<file path="src/design/assert_macros.svh">
// Assertion macros for the block's RTL files.
// No dependencies; included by files that assert.
`ifndef ASSERT_MACROS_SVH
`define ASSERT_MACROS_SVH

// clocked assertion, disabled during reset
`define ASSERT_AT(label, clk, rst, prop, msg) \
   label: assert property (@(posedge clk) disable iff (rst) (prop)) else $error(msg);

// clocked assertion that also holds during reset
`define ASSERT_ALWAYS(label, clk, prop, msg) \
   label: assert property (@(posedge clk) (prop)) else $error(msg);

`endif

</file>
<file path="src/design/mi4_pkg.sv">
// Package of the 4x4 matrix inverse unit: word types, constants, index helpers.
// No dependencies.
package mi4_pkg;

   localparam int FRAC_BITS_DEF = 16;
   localparam int QUEUE_DEPTH   = 2;
   localparam int DIM_ELEMS     = 16;

   typedef struct packed {
      logic [1:0]         col_index;
      logic [1:0]         row_index;
      logic signed [31:0] elem_value;
      logic               start_invert;
   } req_type;

   typedef struct packed {
      logic [1:0]         out_col;
      logic [1:0]         out_row;
      logic signed [31:0] inv_value;
      logic               singular;
      logic               saturated;
      logic               last_out;
   } rsp_type;

   // head of the load queue, front to back
   typedef struct packed {
      logic    valid;
      req_type word;
   } queue_head_type;

   // 3x3 submatrix index of operand pos (0..2) in term t (0..5) of the rule of Sarrus
   function automatic logic [3:0] sub_index(input logic [2:0] t, input logic [1:0] pos);
      logic [3:0] k;
      case ({t, pos})
         5'b000_00: k = 4'd0;
         5'b000_01: k = 4'd4;
         5'b000_10: k = 4'd8;
         5'b001_00: k = 4'd1;
         5'b001_01: k = 4'd5;
         5'b001_10: k = 4'd6;
         5'b010_00: k = 4'd2;
         5'b010_01: k = 4'd3;
         5'b010_10: k = 4'd7;
         5'b011_00: k = 4'd6;
         5'b011_01: k = 4'd4;
         5'b011_10: k = 4'd2;
         5'b100_00: k = 4'd7;
         5'b100_01: k = 4'd5;
         5'b100_10: k = 4'd0;
         5'b101_00: k = 4'd8;
         5'b101_01: k = 4'd3;
         5'b101_10: k = 4'd1;
         default:   k = 4'd0;
      endcase
      return k;
   endfunction

   // store address {row, col} of submatrix element k for the minor that drops (r, c)
   function automatic logic [3:0] elem_addr(input logic [1:0] r, input logic [1:0] c,
                                            input logic [3:0] k);
      logic [1:0] si;
      logic [1:0] sj;
      logic [1:0] row;
      logic [1:0] col;
      case (k)
         4'd0: begin si = 2'd0; sj = 2'd0; end
         4'd1: begin si = 2'd0; sj = 2'd1; end
         4'd2: begin si = 2'd0; sj = 2'd2; end
         4'd3: begin si = 2'd1; sj = 2'd0; end
         4'd4: begin si = 2'd1; sj = 2'd1; end
         4'd5: begin si = 2'd1; sj = 2'd2; end
         4'd6: begin si = 2'd2; sj = 2'd0; end
         4'd7: begin si = 2'd2; sj = 2'd1; end
         4'd8: begin si = 2'd2; sj = 2'd2; end
         default: begin si = 2'd0; sj = 2'd0; end
      endcase
      row = (si >= r) ? si + 2'd1 : si;
      col = (sj >= c) ? sj + 2'd1 : sj;
      return {row, col};
   endfunction

endpackage

</file>
<file path="src/design/mi4_front.sv">
// Front end: accepts load words and queues them for the back end.
// Depends on mi4_pkg.
module mi4_front import mi4_pkg::*; (
   input  logic           clock,
   input  logic           reset,
   input  logic           start,
   output logic           busy,
   input  req_type        req_word,
   output queue_head_type q_head,
   input  logic           q_pop
);

   localparam int PW = (QUEUE_DEPTH > 1) ? $clog2(QUEUE_DEPTH) : 1;
   localparam int FW = $clog2(QUEUE_DEPTH + 1);

   req_type        slot_ff [QUEUE_DEPTH];
   logic [PW-1:0]  wr_ptr_ff, wr_ptr_in;
   logic [PW-1:0]  rd_ptr_ff, rd_ptr_in;
   logic [FW-1:0]  fill_ff, fill_in;
   logic           push;

   assign busy   = (fill_ff == FW'(QUEUE_DEPTH));
   assign push   = start && !busy;
   assign q_head = '{valid: (fill_ff != '0), word: slot_ff[rd_ptr_ff]};

   // pointer and fill bookkeeping
   always_comb begin
      wr_ptr_in = wr_ptr_ff;
      rd_ptr_in = rd_ptr_ff;
      fill_in   = fill_ff;
      if (push) begin
         wr_ptr_in = (wr_ptr_ff == PW'(QUEUE_DEPTH - 1)) ? '0 : wr_ptr_ff + PW'(1);
      end
      if (q_pop) begin
         rd_ptr_in = (rd_ptr_ff == PW'(QUEUE_DEPTH - 1)) ? '0 : rd_ptr_ff + PW'(1);
      end
      if (push && !q_pop) begin
         fill_in = fill_ff + FW'(1);
      end else if (!push && q_pop) begin
         fill_in = fill_ff - FW'(1);
      end
   end

   always_ff @(posedge clock) begin
      if (reset) begin
         wr_ptr_ff <= '0;
         rd_ptr_ff <= '0;
         fill_ff   <= '0;
      end else begin
         wr_ptr_ff <= wr_ptr_in;
         rd_ptr_ff <= rd_ptr_in;
         fill_ff   <= fill_in;
      end
   end

   // queue storage
   always_ff @(posedge clock) begin
      if (push) begin
         slot_ff[wr_ptr_ff] <= req_word;
      end
   end

endmodule

</file>
<file path="config.mk">
export PLATFORM = sky130hd
export DESIGN_NAME = mi4_front
export DESIGN_NICKNAME = d
export VERILOG_FILES = /design/src/design/assert_macros.svh /design/src/design/mi4_pkg.sv /design/src/design/mi4_front.sv
export SDC_FILE = /design/constraint.sdc
export NUM_CORES = 1
export LEC_CHECK = 0
export ABC_AREA = 0
export BUFFER_PORTS_ARGS = -buffer_cell sky130_fd_sc_hd__buf_4
export CAP_MARGIN = 25
export CORE_MARGIN = 1
export CORE_UTILIZATION = 30
export CTS_CLUSTER_SIZE = 14
export DETAILED_ROUTE_END_ITERATION = 8
export MAX_ROUTING_LAYER = met4
export PLACE_DENSITY = 0.53
export SLEW_MARGIN = 20
export SYNTH_ARGS = -nofsm -noshare
export SYNTH_HDL_FRONTEND = slang
export SYNTH_SLANG_ARGS = --single-unit
</file>
<file path="constraint.sdc">
create_clock -name clock -period 2.5 [get_ports clock]
set_input_delay 0.375 -clock clock [delete_from_list [all_inputs] [get_ports clock]]
set_output_delay 0.375 -clock clock [all_outputs]
set_load 0.005 [all_outputs]
</file>
Word level (Yosys, flattened, before mapping) --
Memory sizes are Yosys's and may differ from the RTL's. A register that Yosys moved wholly into a read port is not among the register bits. Index checks and enable logic that the tools add are counted.
Storage, ports and cells: register bits 4, bits in latches 0, RAM bits 74, memory bits (read-only) 0, word-level logic and storage cells 25, memories 1
Operators by class: add/sub/neg operators 4, $mul 0, divide/modulo/power cells 0, $lt $le $gt $ge 0, equal/unequal tests 1, shift-type cells 0, mux-type cells 8, bitwise logic cells 0, reductions and logical operators 8
Memories:
- slot_ff | words 2, width 37, read ports 1, clocked after memory_dff 1, write ports 1, line mi4_front.sv:16 | req_type slot_ff [QUEUE_DEPTH];
Operators by type and width (count):
- $mux 1 | 6
- $mux 2 | 2
- $reduce_bool 2->1 | 2
- $logic_and 1x1->1 | 3
- $logic_not 1->1 | 3
- $add 1x1->1 const B | 2
- $add 2x1->2 const B | 1
- $eq 2x2->1 const B | 1
- $sub 2x1->2 const B | 1

Longest topological paths before layout --
Gate-level depths: netlist (run 1).
depth in word-level cells 7, mapped depth 6, mapped depth without buffers 6

Least setup slack after synthesis (run 1) --
Ideal clock, no wire load.
path type reg2reg, start point register fill_ff[1], end point memory slot_ff[0][0] (netlist name) (enable), library setup time 0.392 ns, data arrival time 1.529 ns, setup slack 0.580 ns, cell stages (with the launch flop) 4, path buffers 0, clock period less this slack 1.920 ns, cells stage by stage dfxtp_1 > nor2b_2 > or3_1 > inv_1
Between the ends: cells in the longest elaborated chain, start to end 5
Ends and longest elaborated chain:
- start: declaration | line mi4_front.sv:19 | logic [FW-1:0] fill_ff, fill_in;
- start signal: assignment | line mi4_front.sv:52 | fill_ff <= fill_in;
- $eq 2x2->1 | line mi4_front.sv:22 | assign busy = (fill_ff == FW'(QUEUE_DEPTH));
- net busy | line mi4_front.sv:7 | output logic busy,
- $logic_not 1->1 | line mi4_front.sv:23 | assign push = start && !busy;
- $logic_and 1x1->1 | line mi4_front.sv:23
- $mux 1 | line mi4_front.sv:58 | if (push) begin
- $mux 1 (implied by the code) | line mi4_front.sv:59 | slot_ff[wr_ptr_ff] <= req_word;
- end: declaration | line mi4_front.sv:16
The timed path passes the listed nets, and every way through them passes these cells.

==> impl_metrics.yaml, run 1 <==
outcome:
  status: "finished clean"
synthesis:
  synth_top_cell_by_area: "edfxtp_1"
  synth_cell_type_count: 16
  avgSynthCellArea_um2: 20.61
  synth-compound-area-share_pct: 0.6938
  synthAdderAreaFrac_pct: 0.4337
  synthTopCellsByArea: "edfxtp_1 (77%), mux2_2 (14%), dfxtp_1 (3.5%)"
  synthXorXnorAreaFrac_pct: 0.9107
  syn_inst: 140
  yosysSeqAreaShare_pct: 80.49
  synth_top_family_by_area: "multiplexers"
  yosysTopAreaCellShare_pct: 77.02
  yosysWarnings: 0
  synth_mux_area_share_pct: 14.44
  syn_area_mm2: 0.002885
  syn_nets: 182
  synth_seq_cells: 79
  synthSimpleGateAreaFrac_pct: 1.691
timing:
  finalHoldViolCount: 0
  worstMarginPinSlew_ns: 0.5306
  final_max_slew_viol_count: 0
  maxClockFrequency_ghz: 0.4842
  rsz0062_at_grt: "false"
  skew_ns: 0.008994
  setup_tns_ns: 0
  fin_crit_ns: 2.065
  setup_violations: 0
  fin_crit_sh_pct: 82.60
  slew_headroom_pct: 64.63
clock_network:
  htreeDepth: 3
  cts_buffer_depth: 2
  cts_tree: "built"
  clkTransAtPathRegs_ns: 0.09
  cts_num_sinks: 79
  cts-resized-gates: 0
  cts_setup_buffers: 0
  ctsRootBufferMaster: "clkbuf_8"
  cts_made_buffers: 9
  clk_latency_ns: 0.34
  ctsHoldBuffers: 0
finish:
  most-common-layout-cells: "buf_4 (81), edfxtp_1 (74), mux2_2 (37)"
  final_nets: 271
  nFillCells: 858
  final_common_cell: "buf_4"
  antennaDiodeCount: 0
  layout-drive-gt1-share_pct: 58.97
  syn_to_final_growth_pct: 35.00
  final_cells: 363
grt:
  grtUsageMet1_pct: 13.15
  grt_pass1_vias: 1542
  grt_util_met3_pct: 3.830
  grt_busiest_layer: "met2"
  grt_pass1_wl_um: 7721
  grt_use_total_pct: 11.03
  antenna_found_initial: 0
  overflow: 0
  grt_max_degree: 38
  use_met2_pct: 16.76
power:
  p_leak_nw: 1.455
  ir_drop_mv: 0.3205
  totalPowerFinal_w: 0.003245
  powerDensity_mw_per_mm2: 833.1
route:
  drc: 0
  dr.pass1.iters: 4
  wl_per_cell_um: 13.79
  wirelength_um: 5007
  drt_iter0_drc: 33
  drtAntennaViolNets: 0
  vias_per_cell: 4.138
  via_count: 1502
setup_path:
  critical_path_depth: 3
  cp_cell_sequence: "buf_12, mux2_2, buf_4"
  slowest_delay_ns: 0.61
  cp_num_buf_inv: 2
  cp_data_arrival_time_ns: 1.69
  cp_data_required_time_ns: 2.12
  crit_path_end_kind: "output port"
  r2r_cells: 4
  critical_path.top_delay_family: "flip-flops"
  slowest_stage: "dfxtp_2"
  critPathKind: "reg2out"
  startpoint_type: "flip-flop"
  crit_fanout: 22
placement:
  routabilityCongestion: 0.6502
  dpl.cell_count: 347
  port_buffers: 79
  hpwlAfterDp_um: 3132
die:
  die_w_um: 100.1
  pin_count: 80
  die_y_um: 100.1
  initial_utilization_pct: 31.08
  die_area_mm2: 0.01001
  core_area_mm2: 0.009284
  rows: 35
min_path:
  min_delay_path_depth: 1
  hp-class: "in2reg"
job:
  maxCapViolCount: 0
registers in the layout, indices dropped and copies added, names as in the netlist, named ones only:
register / count
slot_ff: 74
rd_ptr_ff: 1
wr_ptr_ff: 1
fill_ff: 2
cell type report:
cell class / instances / area (um2) / share of cell area [%]
multi-input cells: 54 / 525.5 / 13.49
repair buffers: 82 / 628.1 / 16.13
inverters: 3 / 11.26 / 0.2891
clock buffers: 10 / 127.6 / 3.277
well taps: 129 / 161.4 / 4.144
flip-flops and latches: 79 / 2323 / 59.65
clock inverters: 6 / 117.6 / 3.020
per-stage QoR:
stage          area, um2  util [%]  hold slack, ns  setup WS (ns)
3_3_place_gp        3650     39.31          0.4715         0.7378
2_1_floorplan       2885         -          0.4441         0.5797
4_1_cts             3895     41.95          0.1942         0.3661
5_1_grt             3895     41.95          0.1882         0.3201
3_5_place_dp        3650     39.31          0.4757         0.7373
6_report            3895     41.95          0.2099         0.4349
cells in the mapped netlist, drive strengths merged:
cell type / count
edfxtp: 74
mux2: 37
dfxtp: 5
buf: 4
nor2: 4
inv: 3
a21oi: 2
o21ai: 2
or3: 2
xor2: 2
and2: 1
ha: 1
nor2b: 1
or2: 1
xnor2: 1
layer usage:
layer | vias up | wire length [um] | share of wire (%)
met4 | 0 | 123 | 2.5
li1 | 715 | - | -
met2 | 53 | 2388 | 48
met1 | 724 | 2230 | 45
met5 | - | 0 | 0
met3 | 10 | 264 | 5.3
power by group:
part	switching [W]	internal, W
clock	0.000464	0.000672
combinational	0.000198	0.000269
sequential	0.0000425	0.00160
cell families after synthesis:
group	count (synthesis)
flops	79
mux	37
simple gates	9
buf+inv	7
compound gates	4
xor+xnor	3
fa+ha+maj	1
worst reg2reg max path, delay by kind of cell (launching register included):
kind                   cells  cell delay [ns]
buffers and inverters      2             0.48
DFF                        1             0.34
and+or+nand+nor            2             0.50
final timing paths:
check        slack, ns         start              to
min               0.21  req_word[27]  slot_ff[1][27]
min reg2reg       0.48     wr_ptr_ff       wr_ptr_ff
max reg2reg       0.78    fill_ff[1]   slot_ff[0][1]
max               0.43     flip-flop       q_head[4]
No activity file was read; power rests on OpenSTA's default activity.
==> inputs of run 2 (changes only) <==
clock period = 1.9 ns   (was 2.5 ns; I/O delays follow)
==> impl_metrics.yaml, run 2 (synthesis results as in run 1) <==
setup_path:
  critPathKind: "reg2out"
  startpoint_type: "flip-flop"
  crit_fanout: 27
  ff2ff_setup_slack_ns: 0.35
  cp_data_arrival_time_ns: 1.41
  r2r_end: "fill_ff[1]"
  r2r-start: "fill_ff[1]"
  r2r_cells: 5
  crit_path_end_kind: "output port"
  cp_data_required_time_ns: 1.62
route:
  drc: 0
  vias_per_cell: 4.186
  drtAntennaViolNets: 0
  via_count: 1532
  wl_per_cell_um: 14.23
  dr.pass1.iters: 4
  wirelength_um: 5208
  drt_iter0_drc: 17
placement:
  routabilityCongestion: 0.6673
  placed_area_mm2: 0.003689
  port_buffers: 79
  hpwlAfterDp_um: 3411
die:
  initial_utilization_pct: 31.08
  rows: 35
  core_area_mm2: 0.009284
  die_w_um: 100.1
  pin_count: 80
  die_y_um: 100.1
  die_area_mm2: 0.01001
min_path:
  min_delay_path_depth: 1
  hp-class: "in2reg"
  min_to: "slot_ff[0][11]"
  hp-start: "req_word[11]"
finish:
  final_nets: 274
  final_common_cell: "buf_4"
  regMostFlops: "slot_ff"
  multiInputGateArea_um2: 525.5
  antennaDiodeCount: 0
  top_regs: "slot_ff: 74 flops, fill_ff: 2 flops"
  seq_area_mm2: 0.002323
  largest_reg_flops: 74
  final_area_mm2: 0.003892
  syn_to_final_growth_pct: 34.91
  layout-drive-gt1-share_pct: 60.34
  nFillCells: 891
  most-common-layout-cells: "buf_4 (83), edfxtp_1 (74), mux2_2 (37)"
clock_network:
  cts-resized-gates: 0
  ctsRootBufferMaster: "clkbuf_8"
  cts_buffer_depth: 2
  cts_made_buffers: 9
  cts_num_sinks: 79
  ctsHoldBuffers: 0
  htreeDepth: 3
  cts_setup_buffers: 0
  clk_latency_ns: 0.34
  cts_tree: "built"
  clkTransAtPathRegs_ns: 0.09
grt:
  grt_use_total_pct: 11.38
  overflow: 0
  grt_max_degree: 28
  grt_pass1_wl_um: 7866
  grt_pass1_vias: 1544
  antenna_found_initial: 0
timing:
  skew_ns: 0.008201
  fin_crit_ns: 1.699
  slew_headroom_pct: 78.19
  worstMarginPinSlew_ns: 0.3271
  fin_crit_sh_pct: 89.41
  setup_tns_ns: 0
  setup_violations: 0
  finalHoldViolCount: 0
  rsz0062_at_grt: "false"
  fin_hold_ws_ns: 0.1195
  final_max_slew_viol_count: 0
  maxClockFrequency_ghz: 0.5886
job:
  maxCapViolCount: 0
power:
  powerDensity_mw_per_mm2: 1042
  p_leak_nw: 1.446
  ir_drop_mv: 0.3298
outcome:
  status: "finished clean"
==> run 2: per-layer routing <==
layer  global-route usage (%)  vias up  share of wire, %
li1                         -      724                 -
met1                    13.11      748                44
met2                    17.88       51                48
met3                    3.134        9               5.4
met4                    6.689        0               2.1
met5                        -        -                 0
==> run 2: power breakdown <==
part | internal [W] | switching, W | total [W]
registers | 0.00210 | 0.0000430 | 0.00215
logic | 0.000377 | 0.000285 | 0.000661
clock network | 0.000620 | 0.000630 | 0.00125
total | 0.00310 | 0.000958 | 0.00406
==> run 2: per-stage QoR <==
stage / worst slack [ns] / cells / power, W / utilization [%]
floorplan: 0.0003536 / 140 / 0.002481 / -
global placement: 0.4004 / 350 / 0.002853 / 39.73
detailed placement: 0.3592 / 350 / 0.002865 / 39.73
CTS: 0.1702 / 366 / 0.004138 / 41.93
global route: 0.1383 / 366 / 0.004273 / 41.93
finish: 0.2012 / 366 / 0.004057 / 41.93
==> run 2: how the worst max path moves through the flow <==
stage	end	slack (ns)	depth (start not counted)
2_1_floorplan	slot_ff[1][0]	0.0004	3
3_3_place_gp	slot_ff[0][19]	0.40	4
3_5_place_dp	fill_ff[1]	0.36	5
4_1_cts	q_head[17]	0.17	3
5_1_grt	q_head[20]	0.14	3
6_report	q_head[17]	0.20	3
==> run 2: area by class of cell <==
type	instances	area share, %
sequential	79	59.69
timing repair buffer	85	17.04
multi-input combinational	54	13.50
tap	129	4.147
clock buffer	9	3.182
clock inverter	7	2.057
inverter	3	0.3857
==> run 2: worst max-delay path, cell delays in order (launching register included) <==
cell and delay (ns):
dfxtp_2 0.36, buf_12 0.19, mux2_2 0.36, buf_4 0.14
